## src/sv/snlt_pkg.sv

```systemverilog
`timescale 1ns / 1ps
// ----------------------------------------------------------------------------
// snlt_pkg: shared types for the sensor node loss table
// Beat payloads, command codes, controller state and control/status structs.
// ----------------------------------------------------------------------------
package snlt_pkg;

   localparam int KeyBits   = 64;
   localparam int TimeBits  = 63;
   localparam int WordBits  = 32;
   localparam int CountBits = 5;

   typedef enum logic [1:0] {
      CMD_REPORT = 2'd0,
      CMD_READ   = 2'd1,
      CMD_TOTALS = 2'd2,
      CMD_CLEAR  = 2'd3
   } cmd_type;

   typedef struct packed {
      cmd_type                cmd;
      logic [KeyBits-1:0]     node_key;
      logic [3:0]             read_slot;
      logic [WordBits-1:0]    temp_bits;
      logic                   temp_ok;
      logic [WordBits-1:0]    node_seq_in;
      logic [WordBits-1:0]    node_uptime_in;
      logic [TimeBits-1:0]    now_time;
      logic                   by_event;
   } req_type;

   typedef struct packed {
      logic                   ok;
      logic [CountBits-1:0]   slot_or_count;
      logic                   stale;
      logic [WordBits-1:0]    temp_out;
      logic                   temp_ok_out;
      logic [WordBits-1:0]    last_seq_out;
      logic [WordBits-1:0]    uptime_out;
      logic [TimeBits-1:0]    heard_time_out;
      logic [WordBits-1:0]    rx_out;
      logic [WordBits-1:0]    loss_out;
      logic [WordBits-1:0]    event_out;
      logic [WordBits-1:0]    timer_out;
   } rsp_type;

   typedef enum logic [2:0] {
      ST_IDLE,
      ST_SCAN,
      ST_DECIDE,
      ST_UPDATE,
      ST_READ,
      ST_RESPOND
   } state_type;

   // controller -> datapath
   typedef struct packed {
      logic load;       // capture request beat
      logic scan_clr;   // reset scan pointer and results
      logic scan_step;  // compare one entry, advance
      logic reject;     // count a reject, zero response
      logic update;     // write entry and build report response
      logic read_ent;   // build read response
      logic totals;     // build totals response
      logic clear;      // clear table
      logic respond;    // drive strobe
   } ctl_type;

   // datapath -> controller
   typedef struct packed {
      cmd_type cmd;
      logic    key_zero;
      logic    scan_done;
      logic    hit;
      logic    have_free;
   } sts_type;

endpackage

```

## src/sv/snlt_ctrl.sv

```systemverilog
`timescale 1ns / 1ps
// ----------------------------------------------------------------------------
// snlt_ctrl: command sequencer
// Walks a command through decide, scan, update or read and the response beat.
// ----------------------------------------------------------------------------
module snlt_ctrl (
   input  logic              clock,
   input  logic              reset,
   input  logic              start,
   output logic              busy,
   input  snlt_pkg::sts_type sts,
   output snlt_pkg::ctl_type ctl
);
   import snlt_pkg::*;

   state_type state_ff, state_in;

   // state register
   always_ff @(posedge clock) begin
      if (reset) begin
         state_ff <= ST_IDLE;
      end else begin
         state_ff <= state_in;
      end
   end

   // next state and commands
   always_comb begin
      state_in = state_ff;
      ctl      = '0;
      busy     = (state_ff != ST_IDLE);
      case (state_ff)
         ST_IDLE: begin
            if (start) begin
               ctl.load     = 1'b1;
               ctl.scan_clr = 1'b1;
               state_in     = ST_DECIDE;
            end
         end
         ST_DECIDE: begin
            case (sts.cmd)
               CMD_REPORT: begin
                  if (sts.key_zero) begin
                     ctl.reject = 1'b1;
                     state_in   = ST_RESPOND;
                  end else begin
                     state_in = ST_SCAN;
                  end
               end
               CMD_READ: begin
                  ctl.read_ent = 1'b1;
                  state_in     = ST_READ;
               end
               CMD_TOTALS: begin
                  ctl.totals = 1'b1;
                  state_in   = ST_RESPOND;
               end
               default: begin
                  ctl.clear = 1'b1;
                  state_in  = ST_RESPOND;
               end
            endcase
         end
         ST_SCAN: begin
            if (sts.scan_done) begin
               state_in = ST_UPDATE;
            end else begin
               ctl.scan_step = 1'b1;
            end
         end
         ST_UPDATE: begin
            if (sts.hit || sts.have_free) begin
               ctl.update = 1'b1;
            end else begin
               ctl.reject = 1'b1;
            end
            state_in = ST_RESPOND;
         end
         ST_READ: begin
            state_in = ST_RESPOND;
         end
         ST_RESPOND: begin
            ctl.respond = 1'b1;
            state_in    = ST_IDLE;
         end
         default: state_in = ST_IDLE;
      endcase
   end

endmodule

```

## config.mk

```make
export PLATFORM = sky130hd
export DESIGN_NAME = snlt_ctrl
export DESIGN_NICKNAME = d
export VERILOG_FILES = /design/src/sv/snlt_pkg.sv /design/src/sv/snlt_ctrl.sv
export SDC_FILE = /design/constraint.sdc
export NUM_CORES = 1
export LEC_CHECK = 0
export BUFFER_PORTS_ARGS = -buffer_cell sky130_fd_sc_hd__buf_2
export CAP_MARGIN = 10
export CORE_AREA = 2 2 39 41
export CTS_CLUSTER_DIAMETER = 60
export DETAILED_ROUTE_END_ITERATION = 12
export DIE_AREA = 0 0 41 43
export GPL_TIMING_DRIVEN = 1
export PLACE_DENSITY = 0.51
export RECOVER_POWER = 100
export SETUP_SLACK_MARGIN = 0.15
export SYNTH_ARGS = -nofsm -noshare
export SYNTH_HDL_FRONTEND = slang
export SYNTH_SLANG_ARGS = --single-unit
export TNS_END_PERCENT = 10
```

## constraint.sdc

```tcl
create_clock -name clock -period 2.01 [get_ports clock]
set_input_delay 0.402 -clock clock [delete_from_list [all_inputs] [get_ports clock]]
set_output_delay 0.402 -clock clock [all_outputs]
set_load 0.01 [all_outputs]
```

==> impl_metrics.toml, run 1 <==
[detailed_routing]
drc_errors = 0
vias = 290
post_drt_wl_per_cell_um = 8.76
antenna_left = 0
initialDrtViolationCount = 2
viasPerCell = 4.33
wl_um = 587
dr.pass1.iters = 2

[timing]
period_needed_ns = 1.72
min_period_over_period_pct = 85.7
final.setup_skew_ns = 0.00174
relSlewSlack_pct = 77.8
fmax_mhz = 581
setup_viol = 0
rsz0062_at_grt = "no"
hold_viol_final = 0
worst_slew_pin_slew_ns = 0.332
fin_hold_ws_ns = 0.364
tns_ns = 0
finalMaxSlewViolations = 0

[worst_setup_path]
slowest_stage = "dfxtp_1"
end_kind = "output port"
critPathLaunch = "state_ff[0]"
path_class = "reg2out"
critical-path-top-delay-family = "simple AND/OR/NAND/NOR gates"
critPathLaunchType = "flip-flop"
rr_startpoint = "state_ff[0]"
required_ns = 1.61
critPathMaxFanout = 11
cp_cell_sequence = "or3_1 > nor2_1 > clkbuf_1"
cpPeakStageDelay_ns = 0.40
cp_num_buf_inv = 1
critPathArrivalTime_ns = 1.32

[layout]
nets = 61
antennaDiodeCount = 0
area_delta_synth_final_pct = 43.3
biggestRegsByFlops = "state_ff (3)"
seqCellArea_um2 = 60.1
final-instance-count-excl-fill = 67
largest_reg_flops = 3
drive_gt1_share_pct = 21.6
fillCellCount = 170
multiInputGateArea_um2 = 160
top_register = "state_ff"
fin_util_pct = 25.1

[grt]
grt_use_total_pct = 8.43
grt_pass1_wl_um = 924
grt.overflow.total = 0
grt_max_degree = 12
first_global_vias = 207
grt_antenna_before_repair = 0

[clocking]
post_cts_resized = 0
cts_sinks = 3
insertion_delay_ns = 0.23
cts_hold_buf = 0
post_cts_buffers = 0
cts_buffers = 3
cts_root_buffer = "clkbuf_4"
h-tree-depth = 1
cts.path.max_buffers = 2
cts.clk_slew.worst_paths_ns = 0.04
cts_tree = "built"

[floorplan]
dieArea_mm2 = 0.00176
die_w_um = 41
core_area_mm2 = 0.00138
die_h_um = 43
ioPinCount = 19
num_rows = 14
initial_core_util_pct = 17.5

[logic_synthesis]
synthMuxAreaShare_pct = 4.12
synth_compound_area_share_pct = 11.3
synth.distinct_cells = 23
ys.flop_type = "dfxtp_1"
synth_xor_area_share_pct = 0
ys_ff_latch = 3
synth_top_cell_by_area = "dfxtp_1"
synth_fa_ha_area_share_pct = 0
netlist_area_um2 = 243
netlist_top_cells_area = "dfxtp_1 (25%), and3b_1 (7.2%), nor2_1 (6.2%)"
synth_top_family_by_area = "simple AND/OR/NAND/NOR gates"
synthCells = 31
synth.yosys.warnings = 0
syn_nets = 40
synthArstFlopShare_pct = 0
avgSynthCellArea_um2 = 7.83
synth_top_area_share_pct = 24.7
yosysSeqAreaShare_pct = 24.7
synth_edf_count = 0
synthSimpleGateAreaFrac_pct = 50.5

[power_and_ir_drop]
max-vdd-ir-drop_mv = 0.355
p_per_area_mw_per_mm2 = 744
power.leakage_nw = 0.150

[placed_design]
dpl.cell_count = 63
place_congestion = 0.627
place.port_buffers = 18
hpwl_um = 454

[worst_hold_path]
min_from = "reset"
hold_class = "in2reg"

[status]
status = "completed"

[job]
timing.max_cap.violations = 0
-- per-layer routing --
| metal | part of all wire, % | wire, µm | GRT usage [%] | vias up |
|---|---|---|---|---|
| met3 | 13 | 75 | 7.85 | 0 |
| met2 | 42 | 248 | 8.44 | 15 |
| met1 | 45 | 263 | 11.5 | 123 |
| li1 | - | - | - | 152 |
| met5 | 0 | 0 | 0 | - |
| met4 | 0 | 0 | 4.00 | 0 |
-- per-stage QoR --
| stage | worst slack (ns) | cell area (µm²) | power (mW) |
|---|---|---|---|
| CTS | 0.306 | 360 | 0.269 |
| floorplan | 0.390 | 243 | 0.135 |
| finish | 0.288 | 348 | 0.259 |
| detailed placement | 0.570 | 334 | 0.158 |
| global route | 0.139 | 348 | 0.286 |
| global placement | 0.554 | 334 | 0.158 |
-- final timing paths --
kind                                     to  slack (ns)  depth (start not counted)
worst max-delay path                 ctl[7]        0.29                          3
worst min-delay path            state_ff[2]        0.36                          2
worst max register to register  state_ff[2]        0.96                          2
worst min register to register  state_ff[1]        0.54                          1
-- cell usage after synthesis, drive strengths merged (2+ instances only) --
cell type  count
nand2          2
and3b          2
buf            2
nor2           4
dfxtp          3
nand2b         2
-- final cells by class --
class | instances | share of cell area (%)
Sequential cell | 3 | 17.3
Multi-Input combinational cell | 25 | 46.0
Tap cell | 16 | 5.76
Timing Repair Buffer | 18 | 22.3
Clock buffer | 4 | 7.55
Inverter | 1 | 1.08
-- cell families (layout without fill, tap and decap cells) --
kind of cell | Yosys count | after routing
AND/OR/NAND/NOR | 20 | 20
flip-flops | 3 | 3
multiplexers | 1 | 1
buffers and inverters | 3 | 23
AO/OA/AOI/OAI | 4 | 4
-- layout by cell type, fill, tap and decap left out, types with 2 or more instances in the layout --
cell      netlist  layout
nand2_1         2       2
clkbuf_1        0      11
buf_2           0       8
nand2b_1        2       2
dfxtp_1         3       3
nor2_1          4       4
and3b_1         2       2
clkbuf_4        0       3
-- power by group --
group,internal (mW),total (mW),switching [mW]
registers,0.0675,0.0829,0.0154
clock network,0.0745,0.107,0.0324
logic,0.0340,0.0692,0.0353
total,0.176,0.259,0.0830
(Power assumes the default switching activity.)
==> run 2, diff against run 1 <==
--- a/config.mk
+++ b/config.mk
@@ -8,6 +8,7 @@
 export BUFFER_PORTS_ARGS = -buffer_cell sky130_fd_sc_hd__buf_2
 export CAP_MARGIN = 10
 export CORE_AREA = 2 2 39 41
+export CTS_BUF_LIST = sky130_fd_sc_hd__clkbuf_16
 export CTS_CLUSTER_DIAMETER = 60
 export DETAILED_ROUTE_END_ITERATION = 12
 export DIE_AREA = 0 0 41 43
==> constraint.sdc (replaced) <==
create_clock -name clock -period 1.6 [get_ports clock]
set_input_delay 0.32 -clock clock [delete_from_list [all_inputs] [get_ports clock]]
set_output_delay 0.32 -clock clock [all_outputs]
set_load 0.01 [all_outputs]
==> impl_metrics.toml, run 2 (synthesized netlist as in run 1, its figures left out) <==
[power_and_ir_drop]
p_per_area_mw_per_mm2 = 1380
p_int_mw = 0.478
power.leakage_nw = 0.198
switching_share_pct = 23.2
p_switching_mw = 0.144
max-vdd-ir-drop_mv = 0.527
p_seq_share_pct = 16.6
power_frac_comb_pct = 20.2
p_clk_share_pct = 63.2

[worst_hold_path]
min_from = "reset"
hold_class = "in2reg"

[timing]
fin_hold_ws_ns = 0.290
fmax_mhz = 658
final.setup_skew_ns = 0.00202
worst_slew_pin_slew_ns = 0.319
min_period_over_period_pct = 95.0
finalMaxSlewViolations = 0
relSlewSlack_pct = 78.4
rsz0062_at_grt = "yes"
period_needed_ns = 1.52
fin_ws_ns = 0.0801
tns_ns = 0
setup_viol = 0
hold_viol_final = 0

[clocking]
cts_tree = "built"
h-tree-depth = 1
cts_hold_buf = 0
cts.path.max_buffers = 2
cts_buffers = 3
cts_root_buffer = "clkbuf_16"
cts.clk_slew.worst_paths_ns = 0.03
insertion_delay_ns = 0.22
cts_sinks = 3

[worst_setup_path]
required_ns = 1.28
critPathLaunchType = "flip-flop"
critPathMaxFanout = 7
path_class = "reg2out"
slowest_stage = "or3_4"
cp_cell_sequence = "or3_4 > nor2_4 > buf_6"
end_kind = "output port"
critPathLaunch = "state_ff[0]"
rr_startpoint = "state_ff[0]"
cpPeakStageDelay_ns = 0.40
critical-path-top-delay-family = "simple AND/OR/NAND/NOR gates"
cp_num_buf_inv = 1
critPathArrivalTime_ns = 1.20

[grt]
first_global_vias = 268
grt_use_total_pct = 8.73
grt_pass1_wl_um = 993
grt.overflow.total = 0
grt_antenna_before_repair = 0
grt_max_degree = 10

[detailed_routing]
viasPerCell = 4.48
drc_errors = 0
post_drt_wl_per_cell_um = 9.55
vias = 309
dr.pass1.iters = 4
antenna_left = 0
initialDrtViolationCount = 3
wl_um = 659

[layout]
top_register = "state_ff"
nets = 63
largest_reg_flops = 3
design_area_um2 = 449
antennaDiodeCount = 0
biggestRegsByFlops = "state_ff (3)"
drive_gt1_share_pct = 35.8
area_delta_synth_final_pct = 85.1
fin_util_pct = 32.5
final_common_cell = "clkbuf_1"
final_cell_mix = "clkbuf_1 (9), buf_2 (8), nor2_1 (3), clkbuf_16 (3)"
fillCellCount = 156

[floorplan]
dieArea_mm2 = 0.00176
core_area_mm2 = 0.00138
initial_core_util_pct = 17.5
num_rows = 14
ioPinCount = 19
die_w_um = 41
die_h_um = 43

[placed_design]
place_congestion = 0.616
place_area_um2 = 347
place_worst_setup_slack_ns = 0.229
hpwl_um = 463
place.port_buffers = 18

[status]
status = "completed"

[job]
timing.max_cap.violations = 0
run 2: timing repair:
item | in CTS | in global routing
gates resized for setup | 6 | 0
setup buffers | 2 | 0
hold endpoints to repair | 0 | 0
setup endpoints to repair | 8 | 9
pin swaps | 2 | 0
run 2: final timing paths:
path / endpoint / slack, ns / depth (start not counted)
hold reg to reg: state_ff[1] / 0.48 / 1
hold / removal: state_ff[0] / 0.29 / 2
setup / recovery: ctl[7] / 0.08 / 3
setup reg to reg: state_ff[2] / 0.48 / 3
run 2: through the flow:
stage | total power [mW] | std cells
floorplan | 0.183 | 31
global placement | 0.211 | 63
detailed placement | 0.212 | 63
CTS | 0.633 | 69
global route | 0.645 | 69
finish | 0.622 | 69
run 2: cell type report:
| type | instances | area (µm²) | area share [%] |
|---|---|---|---|
| clock buffers | 3 | 75.1 | 16.7 |
| clock inverters | 1 | 3.75 | 0.836 |
| inverters | 1 | 3.75 | 0.836 |
| multi-input cells | 25 | 178 | 39.6 |
| flip-flops and latches | 3 | 65.1 | 14.5 |
| well taps | 16 | 20.0 | 4.46 |
| repair buffers | 20 | 104 | 23.1 |
run 2: per-layer routing:
layer | track usage [%] | wire (µm) | up-vias
met5 | 0 | 0 | -
met4 | 8.00 | 15 | 0
met3 | 3.14 | 85 | 2
met2 | 10.9 | 258 | 17
met1 | 10.9 | 300 | 133
li1 | - | - | 157
run 2: power by group through the flow:
| stage | clock [mW] | sequential [mW] | combinational (mW) |
|---|---|---|---|
| 3_3_place_gp | 0 | 0.105 | 0.107 |
| 6_report | 0.393 | 0.103 | 0.126 |
| 4_1_cts | 0.396 | 0.103 | 0.133 |
| 5_1_grt | 0.400 | 0.106 | 0.139 |
| 2_1_floorplan | 0 | 0.0951 | 0.0880 |
| 3_5_place_dp | 0 | 0.105 | 0.107 |
==> run 3, diff against run 2 <==
--- a/config.mk
+++ b/config.mk
@@ -6,13 +6,12 @@
 export NUM_CORES = 1
 export LEC_CHECK = 0
 export BUFFER_PORTS_ARGS = -buffer_cell sky130_fd_sc_hd__buf_2
-export CAP_MARGIN = 10
 export CORE_AREA = 2 2 39 41
 export CTS_BUF_LIST = sky130_fd_sc_hd__clkbuf_16
 export CTS_CLUSTER_DIAMETER = 60
 export DETAILED_ROUTE_END_ITERATION = 12
 export DIE_AREA = 0 0 41 43
-export GPL_TIMING_DRIVEN = 1
+export GPL_TIMING_DRIVEN = 0
 export PLACE_DENSITY = 0.51
 export RECOVER_POWER = 100
 export SETUP_SLACK_MARGIN = 0.15
==> impl_metrics.toml, run 3 (synthesized netlist as in run 1, its figures left out) <==
[layout]
final_common_cell = "buf_2"
seqCellArea_um2 = 66.3
largest_reg_flops = 3
final-instance-count-excl-fill = 71
biggestRegsByFlops = "state_ff (3)"
fillCellCount = 147
nets = 65
top_register = "state_ff"
multiInputGateArea_um2 = 198
drive_gt1_share_pct = 49.1
final_cell_mix = "buf_2 (10), clkbuf_1 (6), buf_6 (3), nor2_1 (3), clkbuf_16 (3)"
antennaDiodeCount = 0
area_delta_synth_final_pct = 103

[detailed_routing]
antenna_left = 0
viasPerCell = 4.51
drc_errors = 0
wl_um = 687
dr.pass1.iters = 2
vias = 320
initialDrtViolationCount = 1
post_drt_wl_per_cell_um = 9.68

[worst_hold_path]
hold_class = "in2reg"

[timing]
fmax_mhz = 621
min_period_over_period_pct = 101
finalMaxSlewViolations = 0
period_needed_ns = 1.61
setup_viol = 1
fin_hold_ws_ns = 0.282
rsz0062_at_grt = "yes"
relSlewSlack_pct = 79.2
fin_ws_ns = -0.0107
final.setup_skew_ns = 0.000118
hold_viol_final = 0
worst_slew_pin_slew_ns = 0.308

[placed_design]
dpl.cell_count = 65
place.port_buffers = 18
place_congestion = 0.627
hpwl_um = 478

[worst_setup_path]
critPathMaxFanout = 4
end_kind = "output port"
critPathArrivalTime_ns = 1.29
crit_top_cell = "buf_6"
critPathLaunchType = "flip-flop"
required_ns = 1.28
cpPeakStageDelay_ns = 0.34
cp_cell_sequence = "buf_6 > or3_4 > nor2_4 > buf_6 > buf_6"
cp_num_buf_inv = 3
path_class = "reg2out"
slowest_stage = "or3_4"
critical-path-top-delay-family = "simple AND/OR/NAND/NOR gates"

[grt]
grt_antenna_before_repair = 0
grt.overflow.total = 0
grt_max_degree = 10
first_global_vias = 247
grt_use_total_pct = 8.02
grt_pass1_wl_um = 945

[floorplan]
die_w_um = 41
num_rows = 14
initial_core_util_pct = 17.5
ioPinCount = 19
die_h_um = 43
dieArea_mm2 = 0.00176
core_area_mm2 = 0.00138

[power_and_ir_drop]
total_power_mw = 0.650
p_per_area_mw_per_mm2 = 1320
power.leakage_nw = 0.222
max-vdd-ir-drop_mv = 0.656

[status]
violations = "setup timing"
status = "finished with violations"

[clocking]
insertion_delay_ns = 0.22
cts_hold_buf = 0
cts_buffers = 3
cts_sinks = 3
h-tree-depth = 1
cts.clk_slew.worst_paths_ns = 0.03
cts.path.max_buffers = 2
cts_tree = "built"
cts_root_buffer = "clkbuf_16"

[job]
timing.max_cap.violations = 0
==> run 3: cell count changes in the layout (fill, tap and decap cells not counted) <==
cell,change
buf_6,+1
a22oi_1,-1
nor4b_4,+1
dfxtp_1,-1
buf_2,+2
buf_4,+1
a22oi_2,+1
nor4b_1,-1
dfxtp_2,+1
clkbuf_2,+1
clkbuf_1,-3
==> run 3: final cells by class <==
type	instances	area share [%]
clock buffer	3	15.2
clock inverter	1	0.761
timing repair buffer	20	21.1
inverter	1	0.761
multi-input combinational	25	40.1
tap	16	4.06
sequential	3	13.5
buffer	2	4.57
==> run 3: metal layers <==
metal,up-vias,share of wire (%),track usage (%)
met4,0,1.5,4.00
met3,2,14,4.71
met2,17,40,10.6
li1,162,-,-
met1,139,45,9.94
met5,-,0,0
==> run 3: worst paths after layout <==
kind	start	to	slack, ns	depth (start not counted)
setup / recovery	state_ff[0]	ctl[8]	-0.01	5
setup reg to reg	state_ff[0]	state_ff[2]	0.43	4
hold / removal	reset	state_ff[2]	0.28	2
hold reg to reg	state_ff[2]	state_ff[1]	0.49	1
==> run 3: power by group <==
part | switching [mW] | total (mW) | internal, mW
Clock | 0.0701 | 0.392 | 0.322
Combinational | 0.0657 | 0.154 | 0.0886
Sequential | 0.0163 | 0.103 | 0.0869
Total | 0.152 | 0.650 | 0.498
==> run 3: through the flow <==
| step | setup slack (ns) | setup TNS, ns | util, % | instance area, µm² |
|---|---|---|---|---|
| final | -0.0107 | -0.0107 | 35.6 | 493 |
| after detailed placement | 0.144 | 0 | 26.4 | 365 |
| after global routing | -0.0485 | -0.0537 | 35.6 | 493 |
| after global placement | 0.151 | 0 | 26.4 | 365 |
| after CTS | -0.0329 | -0.0329 | 34.8 | 482 |
| after floorplan | 0.186 | 0 | - | 255 |
==> run 3: repair_timing <==
item | 4_1_cts | 5_1_grt
pin swaps | 1 | 5
setup buffers | 2 | 0
resized for setup | 6 | 4
setup endpoints to repair | 8 | 9
